$ cat config.mk
export PLATFORM = sky130hd
export DESIGN_NAME = mep_front
export DESIGN_NICKNAME = d
export VERILOG_FILES = /design/src/rtl/mep_pkg.sv /design/src/rtl/mep_front.sv
export SDC_FILE = /design/constraint.sdc
export NUM_CORES = 1
export LEC_CHECK = 0
export BUFFER_PORTS_ARGS = -buffer_cell sky130_fd_sc_hd__buf_2
export CAP_MARGIN = 20
export CORE_MARGIN = 5
export CORE_UTILIZATION = 52
export CTS_CLUSTER_SIZE = 30
export DETAILED_ROUTE_END_ITERATION = 6
export PLACE_DENSITY = 0.74
export SLEW_MARGIN = 20
export SYNTH_ARGS = -nofsm -noshare
export SYNTH_HDL_FRONTEND = slang
export SYNTH_SLANG_ARGS = --single-unit
$ cat constraint.sdc
create_clock -name i_clk -period 8.59 [get_ports i_clk]
set_input_delay 0 -clock i_clk [delete_from_list [all_inputs] [get_ports i_clk]]
set_output_delay 0 -clock i_clk [all_outputs]
set_load 0.01 [all_outputs]
$ cat src/rtl/mep_pkg.sv
// Package for the Mandelbrot escape-time pixel block.
// Holds the widths, fixed-point constants, register indexes and shared types.
// No dependencies.
package mep_pkg;

    localparam int COORD_BITS     = 12;
    localparam int FRAC_BITS      = 28;
    localparam int Q_BITS         = FRAC_BITS + 4;
    localparam int DIM_BITS       = 13;
    localparam int LIMIT_BITS     = 16;
    localparam int CFG_DATA_BITS  = 16;
    localparam int CFG_INDEX_BITS = 2;
    localparam int NUM_BITS       = COORD_BITS + 1;
    localparam int DVD_BITS       = NUM_BITS + FRAC_BITS;
    localparam int DIV_CNT_BITS   = $clog2(DVD_BITS + 1);
    localparam int PROD_BITS      = 2 * Q_BITS;
    localparam int QUEUE_DEPTH    = 2;
    localparam int QPTR_BITS      = $clog2(QUEUE_DEPTH);
    localparam int QCNT_BITS      = $clog2(QUEUE_DEPTH + 1);

    localparam logic [CFG_INDEX_BITS-1:0] REG_HEIGHT = CFG_INDEX_BITS'(0);
    localparam logic [CFG_INDEX_BITS-1:0] REG_WIDTH  = CFG_INDEX_BITS'(1);
    localparam logic [CFG_INDEX_BITS-1:0] REG_LIMIT  = CFG_INDEX_BITS'(2);

    localparam logic [DIM_BITS-1:0]   HEIGHT_RESET = DIM_BITS'(1024);
    localparam logic [DIM_BITS-1:0]   WIDTH_RESET  = DIM_BITS'(1024);
    localparam logic [LIMIT_BITS-1:0] LIMIT_RESET  = LIMIT_BITS'(256);

    localparam logic signed [Q_BITS-1:0] Q_MAX = {1'b0, {(Q_BITS-1){1'b1}}};
    localparam logic signed [Q_BITS-1:0] Q_MIN = {1'b1, {(Q_BITS-1){1'b0}}};
    localparam logic [Q_BITS-1:0] OFFSET_RE = Q_BITS'(3) << (FRAC_BITS - 1);
    localparam logic [Q_BITS-1:0] OFFSET_IM = Q_BITS'(1) << FRAC_BITS;
    localparam logic [Q_BITS-1:0] Q_TWO     = Q_BITS'(1) << (FRAC_BITS + 1);
    localparam logic [DVD_BITS-1:0] MAP_LIMIT = DVD_BITS'(10) << FRAC_BITS;

    typedef struct packed {
        logic signed [Q_BITS-1:0] c_re;
        logic signed [Q_BITS-1:0] c_im;
    } t_point;

    // Turns a full division quotient into a saturated Q4.F coordinate.
    function automatic logic signed [Q_BITS-1:0] map_sat(
        input logic [DVD_BITS-1:0] q,
        input logic [Q_BITS-1:0]   offset
    );
        logic [DVD_BITS-1:0]      off_ext;
        logic [DVD_BITS-1:0]      diff;
        logic [Q_BITS-1:0]        neg;
        logic signed [Q_BITS-1:0] res;
        off_ext = DVD_BITS'(offset);
        diff    = '0;
        neg     = '0;
        if (q >= MAP_LIMIT) begin
            res = Q_MAX;
        end else if (q >= off_ext) begin
            diff = q - off_ext;
            if (diff > DVD_BITS'(Q_MAX)) begin
                res = Q_MAX;
            end else begin
                res = $signed(diff[Q_BITS-1:0]);
            end
        end else begin
            diff = off_ext - q;
            neg  = Q_BITS'(0) - diff[Q_BITS-1:0];
            res  = $signed(neg);
        end
        return res;
    endfunction

endpackage

$ cat src/rtl/mep_front.sv
// Front end: accepts a pixel and maps it to the point c by two bit-serial divisions.
// Pushes the point into the queue. Depends on mep_pkg.
module mep_front (
    input  logic                          i_clk,
    input  logic                          i_rst_n,
    input  logic                          i_in_valid,
    output logic                          o_in_stall,
    input  logic [mep_pkg::COORD_BITS-1:0] i_pixel_row,
    input  logic [mep_pkg::COORD_BITS-1:0] i_pixel_column,
    input  logic [mep_pkg::DIM_BITS-1:0]   i_image_height,
    input  logic [mep_pkg::DIM_BITS-1:0]   i_image_width,
    output logic                          o_push,
    output mep_pkg::t_point               o_point,
    input  logic                          i_full
);
    import mep_pkg::*;

    localparam logic [1:0] F_IDLE = 2'd0;
    localparam logic [1:0] F_DIV  = 2'd1;
    localparam logic [1:0] F_PUSH = 2'd2;

    typedef struct packed {
        logic [DIM_BITS-1:0] rem;
        logic [DVD_BITS-1:0] dvd;
    } t_div;

    logic [1:0]              r_state, n_state;
    logic [DIV_CNT_BITS-1:0] r_cnt, n_cnt;
    t_div                    r_re, n_re, r_im, n_im;
    logic [DIM_BITS-1:0]     r_den_re, r_den_im;
    logic                    accept;

    // One restoring division step; the quotient bits fill the dividend from below.
    function automatic t_div div_step(input t_div cur, input logic [DIM_BITS-1:0] den);
        logic [DIM_BITS:0] rem_sh;
        logic              ge;
        t_div              nxt;
        rem_sh  = {cur.rem, cur.dvd[DVD_BITS-1]};
        ge      = rem_sh >= {1'b0, den};
        nxt.rem = ge ? DIM_BITS'(rem_sh - {1'b0, den}) : rem_sh[DIM_BITS-1:0];
        nxt.dvd = {cur.dvd[DVD_BITS-2:0], ge};
        return nxt;
    endfunction

    assign accept     = i_in_valid && (r_state == F_IDLE);
    assign o_in_stall = (r_state != F_IDLE);
    assign o_push     = (r_state == F_PUSH) && !i_full;
    assign o_point.c_re = map_sat(r_re.dvd, OFFSET_RE);
    assign o_point.c_im = map_sat(r_im.dvd, OFFSET_IM);

    always_comb begin
        n_state = r_state;
        n_cnt   = r_cnt;
        n_re    = r_re;
        n_im    = r_im;
        unique case (r_state)
            F_IDLE: begin
                if (accept) begin
                    n_state = F_DIV;
                    n_cnt   = DIV_CNT_BITS'(DVD_BITS);
                    n_re    = '{rem: '0, dvd: {i_pixel_column, 1'b0, {FRAC_BITS{1'b0}}}};
                    n_im    = '{rem: '0, dvd: {i_pixel_row, 1'b0, {FRAC_BITS{1'b0}}}};
                end
            end
            F_DIV: begin
                n_re  = div_step(r_re, r_den_re);
                n_im  = div_step(r_im, r_den_im);
                n_cnt = r_cnt - DIV_CNT_BITS'(1);
                if (r_cnt == DIV_CNT_BITS'(1)) begin
                    n_state = F_PUSH;
                end
            end
            F_PUSH: begin
                if (!i_full) begin
                    n_state = F_IDLE;
                end
            end
            default: begin
                n_state = F_IDLE;
            end
        endcase
    end

    always_ff @(posedge i_clk) begin
        if (!i_rst_n) begin
            r_state <= F_IDLE;
        end else begin
            r_state <= n_state;
        end
    end

    always_ff @(posedge i_clk) begin
        r_cnt <= n_cnt;
        r_re  <= n_re;
        r_im  <= n_im;
        if (accept) begin
            r_den_re <= (i_image_width == '0) ? DIM_BITS'(1) : i_image_width;
            r_den_im <= (i_image_height == '0) ? DIM_BITS'(1) : i_image_height;
        end
    end

endmodule

==> results_dict.tcl <==
set metrics [dict create \
    coreArea_sq_um 15150 \
    die_w_um 134.2 \
    rsz0062_at_grt "false" \
    peakVddDrop_mv 0.1795 \
    rows 45 \
    cts.clk_slew.worst_paths_ns 0.06 \
    clockRootBuffer "clkbuf_16" \
    yosys-top-cells-count "140 x edfxtp_1, 109 x nand2_1, 56 x and2_1" \
    diodes 0 \
    htreeDepth 4 \
    grt_pass1_wl_um 28970 \
    syn_area_sq_um 8024 \
    gp_congestion 0.8658 \
    synth_area_leaders "edfxtp_1 52%, ha_1 5.1%, nand2_1 5.1%, and2_1 4.4%, nand2b_1 2.7%" \
    seq_area_frac_synth_pct 52.89 \
    path_delay_family "compound AO/OA/AOI/OAI gates" \
    synthArstFlopShare_pct 0 \
    synth-edff-count 140 \
    critical_path_class "reg -> out" \
    fmax_mhz 284.8 \
    start_util_pct 52.98 \
    cts_tree "done" \
    timing.setup.tns_ns 0 \
    worst_slew_pin_slew_ns 0.8889 \
    crit_path_max_fanout 29 \
    die-area_sq_um 18020 \
    maxSlewViolCount 0 \
    routed_via_density 5.437 \
    syn_area_per_cell_sq_um 10.11 \
    syn_nets 883 \
    grt_overflow_total 0 \
    synth_top_area_share_pct 52.39 \
    crit_path_cell_trace "inv_1 -> ha_1 -> or4b_4 -> a2111oi_2 -> a31oi_1 -> a2111oi_4 -> o21ai_2 -> or2_1 -> buf_2" \
    synthCells 794 \
    hpwl_um 11610 \
    r2r_start "r_im[40]$_DFFE_PP_" \
    dr.pass1.iters 4 \
    worstSetupEndpointType "output pin" \
    ys.flop_type "edfxtp_1" \
    critPathLaunchType "register" \
    grtUsageTotal_pct 19.94 \
    critPathMaxStageDelay_ns 0.51 \
    cts_resized 0 \
    cts-buffers-inserted 17 \
    layout-drive-gt1-share_pct 18.02 \
    slew_headroom_pct 40.74 \
    ys_seq_elements 142 \
    io_buffer_count 119 \
    final-hold-violation-count 0 \
    synth.largest_area_cell "edfxtp_1" \
    hold_ws_ns 0.2559 \
    post-synth-top-count-cell "edfxtp_1" \
    drtIter0Drc 374 \
    critPathSlowestCell "or4b_4" \
    critPathRequiredTime_ns 8.59 \
    hold_path_class "in -> out" \
    avgRoutedWirePerCell_um 15.58 \
    layout.nets 1025 \
    power_uw 2071 \
    vias 6182 \
    antenna_found_initial 0 \
    arrival_ns 3.51 \
    clock_sinks 142 \
    ioPinCount 120 \
    synth.distinct_cells 57 \
    period_share_pct 40.87 \
    clockBufferDepth 2 \
    die_h_um 134.2 \
    critical_path_buf_inv_count 2 \
    cap_violations 0 \
    setup_viol 0 \
    postLayoutCoreUtil_pct 64.81 \
    ys_warn_count 0 \
    grt_pass1_vias 6036 \
    power.leakage_uw 0.003802 \
    areaGrowthSynthToFinish_pct 22.33 \
    ant_nets 0 \
    startpoint "r_im[28]$_SDFFCE_PN0P_" \
    finClkSkew_ns 0.006618 \
    layout_min_cycle_time_ns 3.511 \
    outcome "complete, no violations" \
    powerDensity_nw_per_um2 211.0 \
    min_from "i_full" \
    clock_latency_ns 0.42 \
    drc 0 \
    grt_max_degree 88 \
    wl_um 17720 \
]
## worst paths after layout
kind                            cells past startpoint  slack, ns                     end
worst max-delay path                                9       5.08             o_point[28]
worst min-delay path                                3       0.26                  o_push
worst max register to register                      9       5.55  r_im[51]$_SDFFCE_PN0P_
worst min register to register                      2       0.54      r_re[38]$_DFFE_PP_
## metrics by stage
| stage | cells | instance area [sq um] | worst slack, ns |
|---|---|---|---|
| after detailed placement | 1053 | 8706 | 5.283 |
| final | 1137 | 9816 | 5.079 |
| after floorplan | 794 | 8024 | 2.280 |
| after CTS | 1137 | 9812 | 5.039 |
| after global routing | 1137 | 9816 | 4.856 |
| after global placement | 1053 | 8698 | 5.366 |
## worst reg2reg max path, cell delays in order (launching register included)
cell      delay [ns]
edfxtp_1        0.37
inv_1           0.05
ha_1            0.22
fa_1            0.39
nand2b_1        0.20
a211oi_1        0.33
o31ai_1         0.19
a21oi_1         0.72
o21ai_0         0.22
a21oi_1         0.21
## per-layer routing
layer  GRT usage [%]  share of wire (%)  vias to the layer above
met2           32.37                 48                      163
li1                -                  -                     3088
met4           4.695               0.75                        0
met5               0                  0                        -
met1           27.21                 46                     2917
met3           4.951                5.4                       14
## cell type report
cell class              count  area [sq um]
clock inverters            15         160.2
repair buffers            176          1154
well taps                 188         235.2
inverters                  45         168.9
flip-flops and latches    142          4244
multi-input cells         554          3428
fillers                  1213          5330
clock buffers              17         425.4
## report_power, final
| part | total [uW] | switching [uW] | internal (uW) |
|---|---|---|---|
| Clock | 730 | 298 | 431 |
| Sequential | 930 | 63.4 | 866 |
| Combinational | 412 | 241 | 171 |
## logic make-up (layout without fill, tap and decap cells)
group | after synthesis | in the layout | share of synthesized area (%)
buffers and inverters | 98 | 253 | 4.865
AND/OR/NAND/NOR | 384 | 384 | 24.96
multiplexers | 6 | 6 | 0.7952
AO/OA/AOI/OAI | 113 | 113 | 9.091
XOR/XNOR | 16 | 16 | 1.746
adder cells (fa/ha/maj) | 35 | 35 | 5.645
flip-flops | 142 | 142 | 52.89
## state kept, by name (all words and copies together), names as in the netlist
| name | cells |
|---|---|
| r_cnt | 6 |
| r_state | 2 |
| r_den_im | 13 |
| r_den_re | 13 |
| r_im | 54 |
| r_re | 54 |
## repair_timing
item	CTS	global route
hold buffers	52	0
endpoints found under the hold margin	52	0
buffers inserted	0	0
## cells in the final DEF (no fill, tap or decap), drive strengths merged, types with 31 or more instances in the layout
master       count
inv             50
dlygate4sd3     52
ha              33
edfxtp         140
buf            124
a21oi           38
o21ai           31
and2            56
nand2b          34
nand2          109
or2             31
nor2            48
Note: power is estimated with default switching activity, not from simulation.
