**src/rtl/mep_pkg.sv**
```systemverilog
// Package for the Mandelbrot escape-time pixel block.
// Holds the widths, fixed-point constants, register indexes and shared types.
// No dependencies.
package mep_pkg;

    localparam int COORD_BITS     = 12;
    localparam int FRAC_BITS      = 28;
    localparam int Q_BITS         = FRAC_BITS + 4;
    localparam int DIM_BITS       = 13;
    localparam int LIMIT_BITS     = 16;
    localparam int CFG_DATA_BITS  = 16;
    localparam int CFG_INDEX_BITS = 2;
    localparam int NUM_BITS       = COORD_BITS + 1;
    localparam int DVD_BITS       = NUM_BITS + FRAC_BITS;
    localparam int DIV_CNT_BITS   = $clog2(DVD_BITS + 1);
    localparam int PROD_BITS      = 2 * Q_BITS;
    localparam int QUEUE_DEPTH    = 2;
    localparam int QPTR_BITS      = $clog2(QUEUE_DEPTH);
    localparam int QCNT_BITS      = $clog2(QUEUE_DEPTH + 1);

    localparam logic [CFG_INDEX_BITS-1:0] REG_HEIGHT = CFG_INDEX_BITS'(0);
    localparam logic [CFG_INDEX_BITS-1:0] REG_WIDTH  = CFG_INDEX_BITS'(1);
    localparam logic [CFG_INDEX_BITS-1:0] REG_LIMIT  = CFG_INDEX_BITS'(2);

    localparam logic [DIM_BITS-1:0]   HEIGHT_RESET = DIM_BITS'(1024);
    localparam logic [DIM_BITS-1:0]   WIDTH_RESET  = DIM_BITS'(1024);
    localparam logic [LIMIT_BITS-1:0] LIMIT_RESET  = LIMIT_BITS'(256);

    localparam logic signed [Q_BITS-1:0] Q_MAX = {1'b0, {(Q_BITS-1){1'b1}}};
    localparam logic signed [Q_BITS-1:0] Q_MIN = {1'b1, {(Q_BITS-1){1'b0}}};
    localparam logic [Q_BITS-1:0] OFFSET_RE = Q_BITS'(3) << (FRAC_BITS - 1);
    localparam logic [Q_BITS-1:0] OFFSET_IM = Q_BITS'(1) << FRAC_BITS;
    localparam logic [Q_BITS-1:0] Q_TWO     = Q_BITS'(1) << (FRAC_BITS + 1);
    localparam logic [DVD_BITS-1:0] MAP_LIMIT = DVD_BITS'(10) << FRAC_BITS;

    typedef struct packed {
        logic signed [Q_BITS-1:0] c_re;
        logic signed [Q_BITS-1:0] c_im;
    } t_point;

    // Turns a full division quotient into a saturated Q4.F coordinate.
    function automatic logic signed [Q_BITS-1:0] map_sat(
        input logic [DVD_BITS-1:0] q,
        input logic [Q_BITS-1:0]   offset
    );
        logic [DVD_BITS-1:0]      off_ext;
        logic [DVD_BITS-1:0]      diff;
        logic [Q_BITS-1:0]        neg;
        logic signed [Q_BITS-1:0] res;
        off_ext = DVD_BITS'(offset);
        diff    = '0;
        neg     = '0;
        if (q >= MAP_LIMIT) begin
            res = Q_MAX;
        end else if (q >= off_ext) begin
            diff = q - off_ext;
            if (diff > DVD_BITS'(Q_MAX)) begin
                res = Q_MAX;
            end else begin
                res = $signed(diff[Q_BITS-1:0]);
            end
        end else begin
            diff = off_ext - q;
            neg  = Q_BITS'(0) - diff[Q_BITS-1:0];
            res  = $signed(neg);
        end
        return res;
    endfunction

endpackage

```
**src/rtl/mep_queue.sv**
```systemverilog
// Short queue of mapped points between the front end and the iteration engine.
// Depends on mep_pkg.
module mep_queue (
    input  logic            i_clk,
    input  logic            i_rst_n,
    input  logic            i_push,
    input  mep_pkg::t_point i_point,
    output logic            o_full,
    input  logic            i_pop,
    output logic            o_valid,
    output mep_pkg::t_point o_point
);
    import mep_pkg::*;

    t_point                r_mem [QUEUE_DEPTH];
    logic [QPTR_BITS-1:0]  r_wr_ptr, r_rd_ptr;
    logic [QCNT_BITS-1:0]  r_count;
    logic                  do_push, do_pop;

    assign o_full   = (r_count == QCNT_BITS'(QUEUE_DEPTH));
    assign o_valid  = (r_count != '0);
    assign o_point  = r_mem[r_rd_ptr];
    assign do_push  = i_push && !o_full;
    assign do_pop   = i_pop && o_valid;

    always_ff @(posedge i_clk) begin
        if (!i_rst_n) begin
            r_wr_ptr <= '0;
            r_rd_ptr <= '0;
            r_count  <= '0;
        end else begin
            if (do_push) begin
                r_wr_ptr <= (r_wr_ptr == QPTR_BITS'(QUEUE_DEPTH - 1)) ? '0
                          : r_wr_ptr + QPTR_BITS'(1);
            end
            if (do_pop) begin
                r_rd_ptr <= (r_rd_ptr == QPTR_BITS'(QUEUE_DEPTH - 1)) ? '0
                          : r_rd_ptr + QPTR_BITS'(1);
            end
            if (do_push && !do_pop) begin
                r_count <= r_count + QCNT_BITS'(1);
            end else if (do_pop && !do_push) begin
                r_count <= r_count - QCNT_BITS'(1);
            end
        end
    end

    always_ff @(posedge i_clk) begin
        if (do_push) begin
            r_mem[r_wr_ptr] <= i_point;
        end
    end

endmodule

```
**config.mk**
```make
export PLATFORM = sky130hd
export DESIGN_NAME = mep_queue
export DESIGN_NICKNAME = d
export VERILOG_FILES = /design/src/rtl/mep_pkg.sv /design/src/rtl/mep_queue.sv
export SDC_FILE = /design/constraint.sdc
export NUM_CORES = 1
export LEC_CHECK = 0
export BUFFER_PORTS_ARGS = -buffer_cell sky130_fd_sc_hd__buf_2
export CORE_MARGIN = 8
export CORE_UTILIZATION = 52
export DETAILED_ROUTE_END_ITERATION = 10
export GPL_ROUTABILITY_DRIVEN = 0
export GPL_TIMING_DRIVEN = 0
export PLACE_DENSITY = 0.79
export SYNTH_ARGS = -nofsm -noshare
export SYNTH_HDL_FRONTEND = slang
export SYNTH_SLANG_ARGS = --single-unit
```
**constraint.sdc**
```tcl
create_clock -name i_clk -period 4.4 [get_ports i_clk]
set_input_delay 0.22 -clock i_clk [delete_from_list [all_inputs] [get_ports i_clk]]
set_output_delay 0.22 -clock i_clk [all_outputs]
set_load 0.02 [all_outputs]
```
==> flow_summary_export.csv, run 1 <==
group,metric,value,unit
clock_network,path_clk_slew,60,ps
global_routing,grt_max_degree,65,
finish,seq_area,3944,sq um
timing,setup_ws,2239,ps
timing,max_slew_margin,39.37,%
floorplan,die_h,112.8,microns
clock_network,numCtsBuffers,17,
clock_network,cts.sinks,133,
timing,hold_violations,0,
synth,synth_edf_count,128,
pwr,p_leak,2.648,nW
timing,finalClockSkew,8.650,ps
timing,fin_crit_sh,49.13,%
clock_network,htree_num_levels,4,
synth,netlist_top_cells_count,"edfxtp_1, mux2_2, buf_6, dfxtp_1, and2_1",
timing,worst-slew-pin-transition,909.5,ps
clock_network,post_cts_resized,0,
worst_setup_path,crit_arrival,2360,ps
global_routing,grt_overflow,0,
worst_setup_path,crit_path_max_fanout,20,
detailed_routing,final_antenna_net_count,0,
pwr,peakVddDrop,0.3503,mV
detailed_routing,drc,0,
place,port_buffers,133,
synth,synth.most_common_cell,"edfxtp_1",
detailed_routing,drtIter0Drc,81,
finish,fillers,539,
synth,postSynthCellCount,224,
clock_network,clkLatencyLatePin,500,ps
synth,async_flop_share,0,%
detailed_routing,wl_per_cell,18.68,microns
synth,syn-num-nets,293,
synth,synth_seq_cells,133,
timing,rsz0062_at_grt,"no",
finish,drive_gt1_share,52.52,%
place,dpl.cell_count,471,
global_routing,grt_pass1_wl,16300,microns
synth,ys_types,22,
detailed_routing,routed_wirelength,10610,microns
synth,yosys.area.top_type,"edfxtp_1",
worst_setup_path,cp-end-kind,"flop",
clock_network,clk_path_buf_depth,2,
finish,post-route-util,75.90,%
timing,fmax,0.4626,GHz
place,dp_hpwl,6296,microns
clock_network,cts_tree,"built",
pwr,p_per_area,580.2,nW/um^2
synth,seq_area_frac_synth,80.92,%
worst_setup_path,cp-start-kind,"flop",
detailed_routing,firstDrtPassIters,6,
synth,synth_top_area_share,78.87,%
clock_network,cts-root-buf,"clkbuf_8",
finish,diodes,0,
finish,multi_input_area,860.8,sq um
worst_setup_path,critical_path_class,"flop to flop",
synth,synth_warnings,0,
floorplan,io_pins,134,
timing,finalSetupViolCount,0,
place,pre_cts_slack,2308,ps
synth,syn_area,4873,sq um
detailed_routing,drt-vias-per-instance,5.025,
floorplan,rows,35,
synth,ys.flop_type,"edfxtp_1",
floorplan,initial_core_util,53.25,%
worst_hold_path,hold_class,"primary input to flop",
floorplan,coreArea,9153,sq um
timing,maxSlewViolCount,0,
timing,whs,130.6,ps
detailed_routing,vias,2854,
floorplan,die_w,112.8,microns
worst_setup_path,cp.required,4600,ps
timing,period_needed,2162,ps
global_routing,grt_usage,16.81,%
global_routing,antenna_found_initial,0,
finish,syn2layout_area_growth,42.54,%
floorplan,dieArea,12730,sq um
finish,stdcell_count,568,
status,status,"complete, no violations",
synth,synth.area.top_cells,"edfxtp_1, mux2_2, dfxtp_1",
flow_run,drv_cap,0,
global_routing,grt_pass1_vias,3201,
finish,fin_nets,513,
synth,avgSynthCellArea,21.76,sq um
## critical path, cell delays in order, from the launching register on
cell      delay, ps
dfxtp_1         440
nand2b_1        240
inv_2            80
nor3_4          680
buf_16          250
buf_16          180
## routing by layer
layer	vias to the layer above	global-route usage [%]	routed length [microns]
met5	-	0	0
met4	0	6.745	174
met3	17	5.857	698
met2	106	30.25	5773
met1	1406	17.56	3967
li1	1325	-	-
## report_power, final
part           total [mW]  internal [mW]  switching (mW)
combinational        1.16          0.507           0.657
sequential           1.64           1.59          0.0509
clock                1.22          0.698           0.525
total                4.03           2.80            1.23
## cells by family after synthesis
group / Yosys count / share of synthesized area, %
compound gates: 5 / 0.6675
mux: 64 / 14.79
fa+ha+maj: 1 / 0.2567
flops: 133 / 80.92
buf+inv: 9 / 1.643
simple gates: 9 / 1.181
xor+xnor: 3 / 0.5393
## cells in the final DEF (no fill, tap or decap)
cell,count
or3_1,1
a21boi_0,1
o21ai_0,1
clkbuf_1,2
ha_1,1
clkinvlp_4,5
o21a_1,1
or2_2,1
nor3_4,1
nor2_1,1
xor2_1,1
clkbuf_16,16
dfxtp_1,5
mux2_2,64
inv_6,4
xnor2_1,2
clkinv_1,1
clkinv_4,3
buf_6,6
and2_1,3
dlygate4sd3_1,65
nand2b_1,1
buf_2,134
and3_4,1
inv_1,1
edfxtp_1,128
a21boi_1,1
inv_2,1
clkbuf_8,1
o21ai_1,1
buf_16,3
## stage by stage
| step | cell area, sq um | setup TNS [ps] | power [mW] |
|---|---|---|---|
| after CTS | 6947 | 0 | 4.054 |
| after global placement | 5678 | -27340 | 2.719 |
| after global routing | 6947 | 0 | 4.195 |
| after detailed placement | 5772 | 0 | 2.781 |
| final | 6947 | 0 | 4.030 |
| after floorplan | 4873 | 0 | 2.399 |
## layout make-up
type	instances	share of cell area, %
multi-input cells	82	12.39
inverters	2	0.1081
clock buffers	19	6.070
clock inverters	13	1.477
flip-flops and latches	133	56.77
well taps	111	1.999
repair buffers	201	20.14
plain buffers	7	1.045
## final timing paths
check | from | to | slack, ps | cells after the start
worst max-delay path | r_count[0]$_SDFFE_PN0P_ | r_mem[0][23]$_DFFE_PP_ | 2240 | 5
worst min-delay path | i_push | r_wr_ptr$_SDFFE_PN0N_ | 130 | 3
worst max register to register | r_count[0]$_SDFFE_PN0P_ | r_mem[0][23]$_DFFE_PP_ | 2240 | 5
worst min register to register | r_count[1]$_SDFFE_PN0P_ | r_count[1]$_SDFFE_PN0P_ | 560 | 2
## what timing repair did
item                                   CTS  global route
endpoints found under the hold margin  133             0
setup buffers                            0             0
hold buffers                            65             0
## registers in the layout, summed over array words and instances (netlist names), named ones only
name,flops
r_mem,128
r_count,2
r_rd_ptr,1
r_wr_ptr,1
Note: power is estimated with default switching activity, not from simulation.
==> run 2, diff against run 1 <==
--- a/config.mk
+++ b/config.mk
@@ -7,11 +7,11 @@
 export LEC_CHECK = 0
 export BUFFER_PORTS_ARGS = -buffer_cell sky130_fd_sc_hd__buf_2
 export CORE_MARGIN = 8
-export CORE_UTILIZATION = 52
+export CORE_UTILIZATION = 47
 export DETAILED_ROUTE_END_ITERATION = 10
 export GPL_ROUTABILITY_DRIVEN = 0
 export GPL_TIMING_DRIVEN = 0
-export PLACE_DENSITY = 0.79
+export PLACE_DENSITY = 0.76
 export SYNTH_ARGS = -nofsm -noshare
 export SYNTH_HDL_FRONTEND = slang
 export SYNTH_SLANG_ARGS = --single-unit
==> constraint.sdc (replaced) <==
create_clock -name i_clk -period 1.8 [get_ports i_clk]
set_input_delay 0.09 -clock i_clk [delete_from_list [all_inputs] [get_ports i_clk]]
set_output_delay 0.09 -clock i_clk [all_outputs]
set_load 0.02 [all_outputs]
==> flow_summary_export.csv, run 2 (synthesized netlist as in run 1, its figures left out) <==
group,metric,value,unit
global_routing,antenna_found_initial,0,
floorplan,dieArea,13880,sq um
finish,drive_gt1_share,53.75,%
clock_network,cts_tree,"built",
worst_setup_path,crit_path_max_fanout,10,
finish,seq_area,3949,sq um
detailed_routing,drc,0,
timing,max_slew_margin,47.23,%
timing,finalSetupViolCount,0,
detailed_routing,drt-vias-per-instance,4.756,
finish,post-route-util,72.83,%
global_routing,grt_pass1_wl,16290,microns
pwr,p_per_area,1470,nW/um^2
floorplan,io_pins,134,
timing,finalClockSkew,10.97,ps
worst_setup_path,crit_arrival,1670,ps
worst_setup_path,cp.required,1710,ps
clock_network,numCtsBuffers,17,
floorplan,coreArea,10180,sq um
timing,fin_crit_sh,97.96,%
finish,fillers,666,
floorplan,initial_core_util,47.85,%
finish,largest_register,"r_mem",
finish,diodes,0,
detailed_routing,final_antenna_net_count,0,
clock_network,clk_path_buf_depth,2,
finish,syn2layout_area_growth,52.20,%
global_routing,grt_pass1_vias,3274,
detailed_routing,routed_wirelength,10770,microns
worst_setup_path,r2r_start,"r_count[0]$_SDFFE_PN0P_",
global_routing,grt_usage,15.11,%
finish,largest_register_ffs,128,
floorplan,die_w,117.8,microns
worst_setup_path,cp-start-kind,"flop",
pwr,p_switching,3.053,mW
detailed_routing,wl_per_cell,17.86,microns
pwr,p_int,7.851,mW
clock_network,cts-root-buf,"clkbuf_8",
timing,maxSlewViolCount,0,
place,dp_hpwl,6162,microns
detailed_routing,drtIter0Drc,107,
pwr,netSwitchingFraction,28.00,%
worst_setup_path,critical_path_class,"flop to primary output",
floorplan,rows,37,
finish,fin_nets,523,
clock_network,cts.sinks,133,
pwr,p_leak,2.831,nW
pwr,p_clk_share,31.7,%
flow_run,drv_cap,0,
detailed_routing,firstDrtPassIters,4,
worst_setup_path,cp-end-kind,"primary output",
pwr,peakVddDrop,0.8778,mV
timing,tns,0,ps
pwr,seq_power_share,37.0,%
timing,rsz0062_at_grt,"yes",
status,status,"complete, no violations",
place,port_buffers,133,
pwr,comb_power_share,31.4,%
worst_hold_path,min_from,"i_pop",
clock_network,htree_num_levels,4,
detailed_routing,vias,2868,
timing,fmax,0.5671,GHz
global_routing,grt_overflow,0,
clock_network,clkLatencyLatePin,510,ps
timing,worst-slew-pin-transition,791.5,ps
finish,multi_input_area,875.8,sq um
floorplan,die_h,117.8,microns
finish,top_regs,"r_mem x128, r_count x2",
finish,final_cell_mix,"edfxtp_1, buf_2, dlygate4sd3_1",
timing,period_needed,1763,ps
timing,hold_violations,0,
finish,final_common_cell,"edfxtp_1",
clock_network,path_clk_slew,60,ps
worst_hold_path,hold_class,"primary input to flop",
global_routing,grt_max_degree,65,
## run 2: cell count changes in the layout (fill, tap and decap cells not counted), moves of 3 or more
cell,delta
buf_8,+3
buf_12,+4
inv_6,-3
clkbuf_16,+3
buf_2,-24
bufinv_16,+4
buf_4,+4
buf_6,+17
## run 2: layer usage
layer / vias up / GRT usage (%) / wire (microns)
li1: 1357 / - / -
met1: 1403 / 15.17 / 4154
met2: 91 / 26.97 / 5873
met3: 17 / 6.043 / 585
met4: 0 / 6.805 / 155
met5: - / 0 / 0
## run 2: through the flow
stage	power [mW]	hold WS [ps]	worst slack, ps	instance area, sq um	instances
after floorplan	5.882	188.9	-756.6	4892	224
after global placement	6.668	277.4	-1560	5728	493
after detailed placement	6.862	281.2	-93.32	5842	497
after CTS	10.51	26.56	-10.66	7137	598
after global routing	11.33	107.0	-28.20	7417	603
final	10.90	58.03	36.77	7417	603
## run 2: layout make-up
cell class              instances  share of cell area (%)
multi-input cells              83                   11.81
well taps                     136                   2.294
repair buffers                210                   22.72
clock buffers                  18                   5.634
flip-flops and latches        133                   53.24
clock inverters                14                   2.480
plain buffers                   7                   1.687
inverters                       2                  0.1350
## run 2: power groups by stage
stage	Sequential, mW	Clock [mW]	Combinational, mW
detailed placement	4.07	0	2.79
finish	4.03	3.45	3.42
global placement	4.07	0	2.60
CTS	4.02	3.52	2.98
floorplan	4.05	0	1.83
global route	4.07	3.64	3.63
## run 2: repair_timing
item,4_1_cts,5_1_grt
endpoints found under the setup margin,76,127
endpoints found under the hold margin,133,0
buffers inserted,2,1
hold buffers,66,0
resized for setup,4,60
gates cloned,1,4
pin swaps,1,2
## run 2: final timing paths
path              slack [ps]                 endpoint  cells after the start
setup / recovery          40              o_point[13]                      4
hold reg to reg          570  r_count[1]$_SDFFE_PN0P_                      2
setup reg to reg         100   r_mem[0][37]$_DFFE_PP_                      7
hold / removal            60    r_rd_ptr$_SDFFE_PN0P_                      4
## run 2: worst max-delay path, stage by stage (launching register included)
cell and delay [ps]:
dfxtp_4 360, buf_12 150, buf_12 140, mux2_2 350
buf_4 160
